File: config.mk
export PLATFORM = sky130hd
export DESIGN_NAME = periodic_timer_table
export DESIGN_NICKNAME = d
export VERILOG_FILES = /design/src/ptt_pkg.sv /design/src/ptt_ctrl.sv /design/src/ptt_dp.sv /design/src/periodic_timer_table.sv
export VERILOG_INCLUDE_DIRS = /design/src /design/src/src
export SDC_FILE = /design/constraint.sdc
export NUM_CORES = 2
export LEC_CHECK = 0
export BUFFER_PORTS_ARGS = -buffer_cell sky130_fd_sc_hd__buf_2
export CAP_MARGIN = 20
export CORE_MARGIN = 1
export CORE_UTILIZATION = 38
export DETAILED_ROUTE_END_ITERATION = 6
export PLACE_DENSITY = 0.6
export REMOVE_ABC_BUFFERS = 1
export SLEW_MARGIN = 15
export SYNTH_ARGS = -nofsm -noshare
export SYNTH_HDL_FRONTEND = slang
export SYNTH_SLANG_ARGS = --single-unit
File: constraint.sdc
create_clock -name clk -period 7.66 [get_ports clk]
set_input_delay 0.766 -clock clk [delete_from_list [all_inputs] [get_ports clk]]
set_output_delay 0.766 -clock clk [all_outputs]
set_load 0.05 [all_outputs]
File: src/periodic_timer_table_assert.svh
// Assertion macros used by the timer table datapath.
// Each takes a label, the clock, the active-low reset, a condition and a consequence.
`ifndef PERIODIC_TIMER_TABLE_ASSERT_SVH
`define PERIODIC_TIMER_TABLE_ASSERT_SVH

`ifndef SYNTHESIS

// consequence holds in the same cycle as the condition
`define PTT_ASSERT_NOW(label, clk, rst_n, ante, cons) \
	label: assert property (@(posedge clk) disable iff (!rst_n) (ante) |-> (cons)) \
	else $error("assertion failed");

// consequence holds in the cycle after the condition
`define PTT_ASSERT_NEXT(label, clk, rst_n, ante, cons) \
	label: assert property (@(posedge clk) disable iff (!rst_n) (ante) |=> (cons)) \
	else $error("assertion failed");

`else

`define PTT_ASSERT_NOW(label, clk, rst_n, ante, cons)
`define PTT_ASSERT_NEXT(label, clk, rst_n, ante, cons)

`endif

`endif

File: src/ptt_pkg.sv
package ptt_pkg;

	// slot count; ids are five bits wide, so no more than thirty-two slots are used
	localparam int TIMER_SLOTS  = 32;
	localparam int ACTIVE_SLOTS = (TIMER_SLOTS > 32) ? 32 : TIMER_SLOTS;
	localparam int SLOT_W       = (ACTIVE_SLOTS > 1) ? $clog2(ACTIVE_SLOTS) : 1;
	localparam int CNT_W        = $clog2(ACTIVE_SLOTS + 1);
	localparam int PERIOD_W     = 24;
	localparam int ID_W         = 5;
	localparam int KIND_W       = 3;
	localparam int CMD_W        = 2;

	localparam logic [CNT_W-1:0] CNT_END    = CNT_W'(ACTIVE_SLOTS);
	localparam logic [ID_W:0]    ACTIVE_LIM = (ID_W + 1)'(ACTIVE_SLOTS);

	typedef enum logic [CMD_W-1:0] {
		CMD_TICK   = 2'd0,
		CMD_ADD    = 2'd1,
		CMD_REMOVE = 2'd2
	} cmd_t;

	typedef enum logic [KIND_W-1:0] {
		KIND_ADDED     = 3'd0,
		KIND_FULL      = 3'd1,
		KIND_REMOVED   = 3'd2,
		KIND_NOT_FOUND = 3'd3,
		KIND_FIRED     = 3'd4,
		KIND_TICK_DONE = 3'd5
	} kind_t;

	typedef enum logic [1:0] {
		ST_IDLE,
		ST_TICK,
		ST_ADD,
		ST_REMOVE
	} state_t;

	// controller to datapath
	typedef struct packed {
		logic  cmd_load;
		logic  cnt_clr;
		logic  cnt_inc;
		logic  tick_wr;
		logic  add_wr;
		logic  rm_clr;
		logic  emit;
		kind_t emit_kind;
	} ctl_t;

	// datapath to controller
	typedef struct packed {
		logic cnt_end;
		logic slot_valid;
		logic slot_fire;
		logic rm_hit;
		logic out_free;
	} sts_t;

endpackage

File: src/ptt_ctrl.sv
module ptt_ctrl (
	input  logic          clk,
	input  logic          arst_n,
	input  logic          in_valid,
	output logic          in_ready,
	input  logic [1:0]    cmd,
	input  ptt_pkg::sts_t sts,
	output ptt_pkg::ctl_t ctl
);

	ptt_pkg::state_t state_q;
	ptt_pkg::state_t state_nxt;
	logic            accept;

	assign accept = in_valid && in_ready;

	// state register
	always_ff @(posedge clk or negedge arst_n) begin
		if (!arst_n) begin
			state_q <= ptt_pkg::ST_IDLE;
		end else begin
			state_q <= state_nxt;
		end
	end

	// next state
	always_comb begin
		state_nxt = state_q;
		unique case (state_q)
			ptt_pkg::ST_IDLE: begin
				if (accept) begin
					unique case (ptt_pkg::cmd_t'(cmd))
						ptt_pkg::CMD_TICK:   state_nxt = ptt_pkg::ST_TICK;
						ptt_pkg::CMD_ADD:    state_nxt = ptt_pkg::ST_ADD;
						ptt_pkg::CMD_REMOVE: state_nxt = ptt_pkg::ST_REMOVE;
						default:             state_nxt = ptt_pkg::ST_IDLE;
					endcase
				end
			end
			ptt_pkg::ST_TICK: begin
				if (sts.cnt_end && sts.out_free) begin
					state_nxt = ptt_pkg::ST_IDLE;
				end
			end
			ptt_pkg::ST_ADD: begin
				if (sts.out_free && (sts.cnt_end || !sts.slot_valid)) begin
					state_nxt = ptt_pkg::ST_IDLE;
				end
			end
			ptt_pkg::ST_REMOVE: begin
				if (sts.out_free) begin
					state_nxt = ptt_pkg::ST_IDLE;
				end
			end
			default: state_nxt = ptt_pkg::ST_IDLE;
		endcase
	end

	// commands to the datapath
	always_comb begin
		in_ready      = 1'b0;
		ctl           = '0;
		ctl.emit_kind = ptt_pkg::KIND_TICK_DONE;
		unique case (state_q)
			ptt_pkg::ST_IDLE: begin
				in_ready     = 1'b1;
				ctl.cmd_load = accept;
				ctl.cnt_clr  = accept;
			end
			ptt_pkg::ST_TICK: begin
				if (sts.cnt_end) begin
					ctl.emit      = sts.out_free;
					ctl.emit_kind = ptt_pkg::KIND_TICK_DONE;
				end else if (!sts.slot_valid) begin
					ctl.cnt_inc = 1'b1;
				end else if (!sts.slot_fire) begin
					ctl.tick_wr = 1'b1;
					ctl.cnt_inc = 1'b1;
				end else if (sts.out_free) begin
					// restart the slot and report it
					ctl.tick_wr   = 1'b1;
					ctl.cnt_inc   = 1'b1;
					ctl.emit      = 1'b1;
					ctl.emit_kind = ptt_pkg::KIND_FIRED;
				end
			end
			ptt_pkg::ST_ADD: begin
				if (sts.cnt_end) begin
					ctl.emit      = sts.out_free;
					ctl.emit_kind = ptt_pkg::KIND_FULL;
				end else if (sts.slot_valid) begin
					ctl.cnt_inc = 1'b1;
				end else if (sts.out_free) begin
					ctl.add_wr    = 1'b1;
					ctl.emit      = 1'b1;
					ctl.emit_kind = ptt_pkg::KIND_ADDED;
				end
			end
			ptt_pkg::ST_REMOVE: begin
				ctl.emit      = sts.out_free;
				ctl.rm_clr    = sts.out_free && sts.rm_hit;
				ctl.emit_kind = sts.rm_hit ? ptt_pkg::KIND_REMOVED : ptt_pkg::KIND_NOT_FOUND;
			end
			default: begin
				in_ready = 1'b0;
			end
		endcase
	end

endmodule

File: src/ptt_dp.sv
`include "periodic_timer_table_assert.svh"

module ptt_dp (
	input  logic                           clk,
	input  logic                           arst_n,
	input  logic [ptt_pkg::PERIOD_W-1:0]   interval,
	input  logic [ptt_pkg::ID_W-1:0]       timer_id,
	input  ptt_pkg::ctl_t                  ctl,
	output ptt_pkg::sts_t                  sts,
	output logic                           out_valid,
	input  logic                           out_ready,
	output logic [ptt_pkg::KIND_W-1:0]     kind,
	output logic [ptt_pkg::ID_W-1:0]       timer_id_res,
	output logic                           last
);

	logic [ptt_pkg::CNT_W-1:0]    cnt_q;
	logic [ptt_pkg::SLOT_W-1:0]   idx;
	logic [ptt_pkg::PERIOD_W-1:0] interval_q;
	logic [ptt_pkg::ID_W-1:0]     rm_id_q;
	logic [ptt_pkg::ACTIVE_SLOTS-1:0] valid_q;
	logic [ptt_pkg::PERIOD_W-1:0] period_q  [ptt_pkg::ACTIVE_SLOTS];
	logic [ptt_pkg::PERIOD_W-1:0] elapsed_q [ptt_pkg::ACTIVE_SLOTS];
	logic [ptt_pkg::PERIOD_W-1:0] elapsed_inc;
	logic                         slot_fire;
	logic                         cnt_end;
	logic                         rm_hit;
	logic                         out_free;
	logic                         out_valid_q;
	ptt_pkg::kind_t               kind_q;
	logic [ptt_pkg::ID_W-1:0]     id_res_q;
	logic [ptt_pkg::ID_W-1:0]     emit_id;

	assign idx      = cnt_q[ptt_pkg::SLOT_W-1:0];
	assign cnt_end  = (cnt_q == ptt_pkg::CNT_END);
	assign out_free = !out_valid_q || out_ready;

	// advance the current slot's count and test it against its period
	assign elapsed_inc = elapsed_q[idx] + 1'b1;
	assign slot_fire   = (elapsed_inc >= period_q[idx]);

	// remove hits only a live slot inside the table
	assign rm_hit = ({1'b0, rm_id_q} < ptt_pkg::ACTIVE_LIM)
		&& valid_q[rm_id_q[ptt_pkg::SLOT_W-1:0]];

	assign sts.cnt_end    = cnt_end;
	assign sts.slot_valid = !cnt_end && valid_q[idx];
	assign sts.slot_fire  = slot_fire;
	assign sts.rm_hit     = rm_hit;
	assign sts.out_free   = out_free;

	// capture the request operands
	always_ff @(posedge clk) begin
		if (ctl.cmd_load) begin
			interval_q <= interval;
			rm_id_q    <= timer_id;
		end
	end

	// slot scan counter
	always_ff @(posedge clk or negedge arst_n) begin
		if (!arst_n) begin
			cnt_q <= '0;
		end else if (ctl.cnt_clr) begin
			cnt_q <= '0;
		end else if (ctl.cnt_inc) begin
			cnt_q <= cnt_q + 1'b1;
		end
	end

	// slot valid bits
	always_ff @(posedge clk or negedge arst_n) begin
		if (!arst_n) begin
			valid_q <= '0;
		end else begin
			if (ctl.add_wr) begin
				valid_q[idx] <= 1'b1;
			end
			if (ctl.rm_clr) begin
				valid_q[rm_id_q[ptt_pkg::SLOT_W-1:0]] <= 1'b0;
			end
		end
	end

	// period and count storage
	always_ff @(posedge clk) begin
		if (ctl.add_wr) begin
			period_q[idx]  <= interval_q;
			elapsed_q[idx] <= '0;
		end else if (ctl.tick_wr) begin
			elapsed_q[idx] <= slot_fire ? '0 : elapsed_inc;
		end
	end

	// pick the id reported with each result kind
	always_comb begin
		case (ctl.emit_kind) inside
			ptt_pkg::KIND_ADDED, ptt_pkg::KIND_FIRED:        emit_id = ptt_pkg::ID_W'(idx);
			ptt_pkg::KIND_REMOVED, ptt_pkg::KIND_NOT_FOUND:  emit_id = rm_id_q;
			default:                                         emit_id = '0;
		endcase
	end

	// output register
	always_ff @(posedge clk or negedge arst_n) begin
		if (!arst_n) begin
			out_valid_q <= 1'b0;
		end else if (ctl.emit) begin
			out_valid_q <= 1'b1;
		end else if (out_ready) begin
			out_valid_q <= 1'b0;
		end
	end

	always_ff @(posedge clk) begin
		if (ctl.emit) begin
			kind_q   <= ctl.emit_kind;
			id_res_q <= emit_id;
		end
	end

	assign out_valid    = out_valid_q;
	assign kind         = kind_q;
	assign timer_id_res = id_res_q;
	assign last         = (kind_q != ptt_pkg::KIND_FIRED);

	// checks
	`PTT_ASSERT_NOW(a_emit_room, clk, arst_n, ctl.emit, out_free)
	`PTT_ASSERT_NOW(a_add_free_slot, clk, arst_n, ctl.add_wr, !cnt_end && !valid_q[idx])
	`PTT_ASSERT_NOW(a_rm_live_slot, clk, arst_n, ctl.rm_clr, rm_hit)
	`PTT_ASSERT_NOW(a_cnt_range, clk, arst_n, 1'b1, cnt_q <= ptt_pkg::CNT_END)
	`PTT_ASSERT_NEXT(a_add_sets_valid, clk, arst_n, ctl.add_wr, valid_q[$past(idx)])

endmodule

File: src/periodic_timer_table.sv
// Add and remove requests each report one result through the output register.
// A tick scans one slot a cycle; each fired event waits for the output register to drain.
// One request at a time; the next is taken once the previous one finishes.
// Reset: arst_n clears all slot valid bits, the controller and the output register.
module periodic_timer_table (
	input  logic                         clk,
	input  logic                         arst_n,
	input  logic                         in_valid,
	output logic                         in_ready,
	input  logic [ptt_pkg::CMD_W-1:0]    cmd,
	input  logic [ptt_pkg::PERIOD_W-1:0] interval,
	input  logic [ptt_pkg::ID_W-1:0]     timer_id,
	output logic                         out_valid,
	input  logic                         out_ready,
	output logic [ptt_pkg::KIND_W-1:0]   kind,
	output logic [ptt_pkg::ID_W-1:0]     timer_id_res,
	output logic                         last
);

	ptt_pkg::ctl_t ctl;
	ptt_pkg::sts_t sts;

	// sequence each request
	ptt_ctrl u_ctrl (
		.clk      (clk),
		.arst_n   (arst_n),
		.in_valid (in_valid),
		.in_ready (in_ready),
		.cmd      (cmd),
		.sts      (sts),
		.ctl      (ctl)
	);

	// slot storage and result register
	ptt_dp u_dp (
		.clk          (clk),
		.arst_n       (arst_n),
		.interval     (interval),
		.timer_id     (timer_id),
		.ctl          (ctl),
		.sts          (sts),
		.out_valid    (out_valid),
		.out_ready    (out_ready),
		.kind         (kind),
		.timer_id_res (timer_id_res),
		.last         (last)
	);

endmodule
Word-level counts from Yosys, hierarchy flattened

Memories as Yosys holds them, arrays and structs flattened.
Index checks and enable logic that the tools add are counted.
W data, S select, Z words.

Add/subtract/negate cells: 2
$lt $le $gt $ge: 5
Equality and inequality tests: 14
Muxes and demuxes: 54
Bitwise operators: 4
Reductions and logical operators: 20

Operator list:

| cell                    | count |
|---|---|
| $mux W32                | 2 |
| $mux W24                | 2 |
| $and A32 B32 Y32        | 1 |
| $not A32 Y32            | 1 |
| $or A32 B32 Y32         | 1 |
| $mux W4                 | 7 |
| $add A24 B1 Y24 const B | 1 |
| $ge A24 B24 Y1          | 1 |
| $mux W1                 | 23 |
| $mux W2                 | 8 |
| $lt A5 B6 Y1 const B    | 2 |
| $mux W6                 | 2 |
| $pmux W4 S3             | 1 |
| $bmux W1 S5             | 2 |
| $demux W1 S5            | 2 |
| $ge A5 B1 Y1 const B    | 2 |
| $mux W5                 | 2 |
| $ne A2 B1 Y1 const B    | 4 |
| $pmux W2 S4             | 1 |
| $logic_and A1 B1 Y1     | 7 |
| $add A6 B1 Y6 const B   | 1 |
| $eq A2 B2 Y1 const B    | 3 |
| $eq A3 B2 Y1 const B    | 2 |
| $eq A6 B6 Y1 const B    | 1 |
| other kinds (13)        | 20 |

Bits in registers: 78
RAM bits: 1,536
Output and inout port bits: 11
Word-level logic and storage cells: 109
Memories: 2

Memories:

| name           | depth | bits a word | rd ports | clocked after Yosys merged registers in | write ports | line         | RTL |
|---|---|---|---|---|---|---|---|
| u_dp.elapsed_q | 32    | 24          | 1        | 0                                       | 1           | ptt_dp.sv:23 | `logic [ptt_pkg::PERIOD_W-1:0] elapsed_q [ptt_pkg::ACTIVE_SLOTS];` |
| u_dp.period_q  | 32    | 24          | 1        | 0                                       | 1           | ptt_dp.sv:22 | `logic [ptt_pkg::PERIOD_W-1:0] period_q [ptt_pkg::ACTIVE_SLOTS];` |

Longest topological paths before layout

Word-level depth: 11
Mapped depth: 23
Depth with buffers taken out: 18

Modules after synthesis

A second synthesis with hierarchy kept.

Cells, all modules: 3,159
Area, all modules: 62,935.4 um^2

Modules (own cells, without submodules):

| module   | times used | cells each | area an instance (um^2) | sequential area each (um^2) |
|---|---|---|---|---|
| ptt_dp   | 1          | 3,112      | 62,556.2                | 48,211.2 |
| ptt_ctrl | 1          | 47         | 379.1                   | 50.0 |

Worst setup path before layout

OpenSTA, ideal clock, no wires.

Path type: register to register
From: register u_dp.cnt_q[0] in the netlist's numbering
To: memory u_dp.elapsed_q[0][18] in the netlist's numbering, data pin
Library setup time: 445 ps
Arrival: 5,727 ps
Data required time: 7,215 ps
Path slack: 1,488 ps
Stages on the path, launching flop included: 20
Buffers on the path: 8
Cells stage by stage: dfrtp_1 -> buf_2 -> buf_6 -> buf_4 -> buf_4 -> buf_2 -> buf_2 -> buf_2 -> mux4_2 -> a22oi_1 -> and4_1 -> ha_1 -> a211oi_1 -> nor2_1 -> a211oi_1 -> o21ai_0 -> a211oi_2 -> nand4_1 -> clkbuf_1 -> nor3_1

Word-level cells in the longest chain between the ends: 11
Elaborated cells between the ends (all ways): 21
Those cells by class: add/sub: 1; order compare: 1; eq/ne: 1; mux: 14; reduce/logical: 2; memory: 2

RTL lines:

| element                  | line           | RTL |
|---|---|---|
| start: declaration       | ptt_dp.sv:17   | `logic [ptt_pkg::CNT_W-1:0] cnt_q;` |
| start signal: assignment | ptt_dp.sv:67   | `cnt_q <= cnt_q + 1'b1;` |
| $mem_v2 Z32 W24          | -              |  |
| $add A24 B1 Y24          | ptt_dp.sv:39   | `assign elapsed_inc = elapsed_q[idx] + 1'b1;` |
| $ge A24 B24 Y1           | ptt_dp.sv:40   | `assign slot_fire = (elapsed_inc >= period_q[idx]);` |
| $mux W2                  | ptt_ctrl.sv:76 | `end else if (!sts.slot_fire) begin` |
| $mux W1                  | ptt_ctrl.sv:74 | `end else if (!sts.slot_valid) begin` |
| $mux W2                  | ptt_ctrl.sv:71 | `if (sts.cnt_end) begin` |
| $mux W1                  | ptt_ctrl.sv:64 | `unique case (state_q)` |
| $mux W1                  | ptt_dp.sv:90   | `end else if (ctl.tick_wr) begin` |
| $mux W1                  | ptt_dp.sv:87   | `if (ctl.add_wr) begin` |
| $mux W1                  | ptt_dp.sv:91   | `elapsed_q[idx] <= slot_fire ? '0 : elapsed_inc;` |
| $mux W24 (no line) (*)   | -              |  |
| end: declaration         | ptt_dp.sv:23   |  |

Every way passes the cells marked *; elsewhere a longest branch is shown, timed or not. The select of a mux whose other input is x is not followed.

Worst setup path in the final report

From: register u_dp.cnt_q[1] in the netlist's numbering
To: memory u_dp.elapsed_q[17][17] in the netlist's numbering (enable)

Word-level cells in the longest chain between the ends: 11
Elaborated cells between the ends (all ways): 22
Those cells by class: add/sub: 1; order compare: 1; eq/ne: 1; mux: 14; bitwise: 1; reduce/logical: 2; memory: 2

RTL lines:

| element                | line |
|---|---|
| $mem_v2 Z32 W24        | - |
| $add A24 B1 Y24        | ptt_dp.sv:39 |
| $ge A24 B24 Y1         | ptt_dp.sv:40 |
| $mux W2                | ptt_ctrl.sv:76 |
| $mux W1                | ptt_ctrl.sv:74 |
| $mux W2                | ptt_ctrl.sv:71 |
| $mux W1                | ptt_ctrl.sv:64 |
| $mux W1                | ptt_dp.sv:90 |
| $mux W1                | ptt_dp.sv:87 |
| $mux W1                | ptt_dp.sv:91 |
| $or A1 B1 Y1 (no line) | - |

Parallel ways exist; a longest one is shown, timed or not. The select of a mux whose other input is x is not followed.

==> results.md <==
- Status: complete, no violations
- Clk slew on worst S/H paths: 0.06 ns
- Routed WL: about 170 mm
- Num ports: 46
- Die Span Y: ~410 um
- Worst EP arrival: 7.11 ns
- Post-detail-place hpwl: 105 mm
- GRT Residual Overflow: 0
- Wire length of the first global-routing pass: 246 mm
- CORE AREA: approximately 160000 um2
- Max transition margin: 0.257
- Max_cap viols: 0
- Worst path slowest cell: nand4bb_2
- Fraction of layout cells with a size suffix above 1: 0.221
- Clk root buf: clkbuf_16
- EDFF count, synth: 1573
- Initial Util: 0.383
- Hold Path Class: primary input to asynchronous set/reset pin
- CTS tree: built
- H-Tree Depth: 4
- Clk Latency, worst-skew pair: a little under 0.8 ns
- Placement-stage cell area: 67400 um2
- CP cell instances: buf_4 -> nand4bb_2 -> o22ai_1 -> nor4_1 -> nand2_2 -> nand4_4 -> nor4_4 -> and4_1 -> nor2_1 -> ha_1 -> a21o_1 -> a21o_1 -> a21oi_1 -> o21ai_0 -> a211oi_2 -> o211ai_1 -> a21oi_1 -> buf_12 -> and3_2 -> buf_12
- Sequential cell area: 48300 um2
- Power per cell area: about 330 nW/um2
- Cells after Synth: between 3000 and 4000
- CP Max Fanout: 32
- Initial antenna violation count: 5
- Hold Buf Count CTS: 0
- Crit end category: register
- Avg Inst Size Synth: 19.8 um2
- CP Launch Type: register
- Layout Nets: between 3000 and 4000
- Post-synth ARST share: 0.0254
- Average routed wire per standard cell: 30.5 um
- Fin worst setup slack: 1.03 ns
- Die Wd: 410 um
- Final Hold Viols: 0
- LEAKAGE: 22.9 nW
- Initial DRC Count: roughly 4500
- Final worst-path cycle share: 0.865
- Fin area: between 70000 and 80000 um2
- Layout Skew: 0.0252 ns
- Cts repair resizes: 0
- Drt first pass iters: 6
- Final setup vio count: 0
- Vias per cell: around 5.8
- Die area: 168000 um2
- Synth cell types: 62
- Routed vias: roughly 33000
- Minimum clock period: 6.63 ns
- Synth Cell Area: 63100 um2
- Critical path class: register to register
- Most used DFF post-synth: edfxtp_1
- Vias in the first global route: 32500
- Antenna Nets Post-Route: 0
- CTS buffer count: 162
- PortBufs: 45
- Area of the multi-input gates: 14300 um2
- Row count: 149
- R2R Setup Slk: 1.03 ns
- Fillers: roughly 14000
- Seq/Total Area, Yosys: 0.765
- CTS Sinks: 1614
- RR Endpoint: u_dp.elapsed_q[17][17]
- Final setup TNS: 0 ns
- Achievable clock frequency: 0.151 GHz
- # Post-CTS Setup Buffers: 0
- Worst r2r src: u_dp.cnt_q[1]
- Tightest Pin Transition: between 1 and 1.5 ns
- Layout area overhead: 15.0%
- Total global routing track utilization: 0.206
- Worst path max stage delay: between 0.7 and 0.8 ns
- Total number of yosys warnings: 0
- Slew Limit Fails: 0
- GPL Wtd Cong: 0.938
- Power, Total: between 20 and 25 mW
- Worst slack, placed: 1.22 ns
- Critical path data required time: around 8.1 ns
- DRC: 0
- Maximum root-to-sink buffer count: 3
- Yosys reg bits: 1614
- Worst R2R Path Depth: 20
- Worst VDD drop: 0.000294 V
- RSZ-0062 raised after global routing: no
- Pin count of the biggest net entering global routing: 114
## worst max-delay path, delay by kind of cell (launching register included)
family / cells / cell delay [ns]
and+or+nand+nor: 8 / 2.63
AOI/OAI and AO/OA: 8 / 1.91
buffers and inverters: 3 / 0.83
DFF: 1 / 0.58
adders and majority gates: 1 / 0.30
## per-stage QoR
stage / utilization / hold WS, ns / instances
after floorplan: - / 0.470 / 3015
after global routing: 0.440 / 0.122 / 5708
final: 0.440 / 0.145 / 5708
after global placement: 0.408 / 0.531 / 5410
after detailed placement: 0.409 / 0.547 / 5412
after CTS: 0.440 / 0.105 / 5706
## cells by family (layout without fill, tap and decap cells)
| family | count (synthesis) | after routing | share of synthesized area |
|---|---|---|---|
| flops | 1614 | 1614 | 0.765 |
| simple gates | 367 | 367 | 0.0333 |
| xor+xnor | 12 | 12 | 0.00167 |
| mux | 588 | 588 | 0.138 |
| other cells | 0 | 1 | 0 |
| buf+inv | 194 | 526 | 0.0159 |
| fa+ha+maj | 37 | 37 | 0.00733 |
| compound gates | 374 | 374 | 0.0391 |
## synthesized netlist by cell type (all sizes together) (39+ instances only)
cell type  instances  area share
o22ai            176       0.017
and3              39      0.0039
clkbuf            75      0.0045
nor2             107      0.0064
dfrtp             41       0.016
buf               96       0.010
nor4              46      0.0048
edfxtp          1573        0.75
mux2i            361       0.057
a22oi            106       0.013
a21oi             51      0.0040
mux4             226       0.081
nand2             49      0.0030
## area by class of cell
class / instances / share of cell area
Tap cell: 2189 / 0.0377
Clock buffer: 187 / 0.0580
Antenna cell: 1 / 0.0000345
Sequential cell: 1614 / 0.665
Multi-Input combinational cell: 1378 / 0.196
Timing Repair Buffer: 209 / 0.0285
Clock inverter: 107 / 0.0135
Inverter: 23 / 0.00119
## registers in the layout, summed over array words and instances (netlist names)
register / flops
u_dp.timer_id_res: 5
u_dp.out_valid: 1
u_dp.valid_q: 32
u_dp.kind: 3
u_dp.period_q: 768
u_ctrl.state_q: 2
u_dp.elapsed_q: 768
u_dp.cnt_q: 6
u_dp.rm_id_q: 5
u_dp.interval_q: 24
## cells in the final DEF, fill, tap and decap left out, types with 46 or more instances in the layout
cell       count
o22ai_1      176
clkbuf_16    165
nor2_1        72
mux4_2       226
a21oi_1       51
buf_4        116
nand2_1       46
edfxtp_1    1573
a22oi_1      106
clkinv_1      46
mux2i_1      361
## power by group
part / internal [mW] / leakage (nW) / switching, mW
combinational: 1.90 / 5.41 / 3.34
sequential: 10.4 / 14.9 / 0.263
clock: 4.48 / 2.55 / 3.35
total: 16.8 / 22.9 / 6.96
## metal layers
| metal | wire (um) | vias up | global-route usage |
|---|---|---|---|
| li1 | - | 13600 | - |
| met1 | 72800 | 17400 | 0.292 |
| met2 | 79900 | 1668 | 0.315 |
| met3 | 17100 | 288 | 0.0554 |
| met4 | 4540 | 2 | 0.0538 |
| met5 | 13 | - | 0 |
## how the worst max path moves through the flow
stage / start / to / depth (start not counted)
finish: u_dp.cnt_q[1] / u_dp.elapsed_q[17][17] / 20
CTS: u_dp.cnt_q[4] / u_dp.elapsed_q[27][9] / 20
detailed placement: u_dp.cnt_q[1] / u_dp.elapsed_q[8][15] / 20
global placement: u_dp.cnt_q[0] / u_dp.elapsed_q[8][19] / 22
global route: u_dp.cnt_q[4] / u_dp.elapsed_q[27][9] / 20
floorplan: u_dp.cnt_q[0] / u_dp.elapsed_q[0][9] / 13
Power figures use the tool's default switching activity.
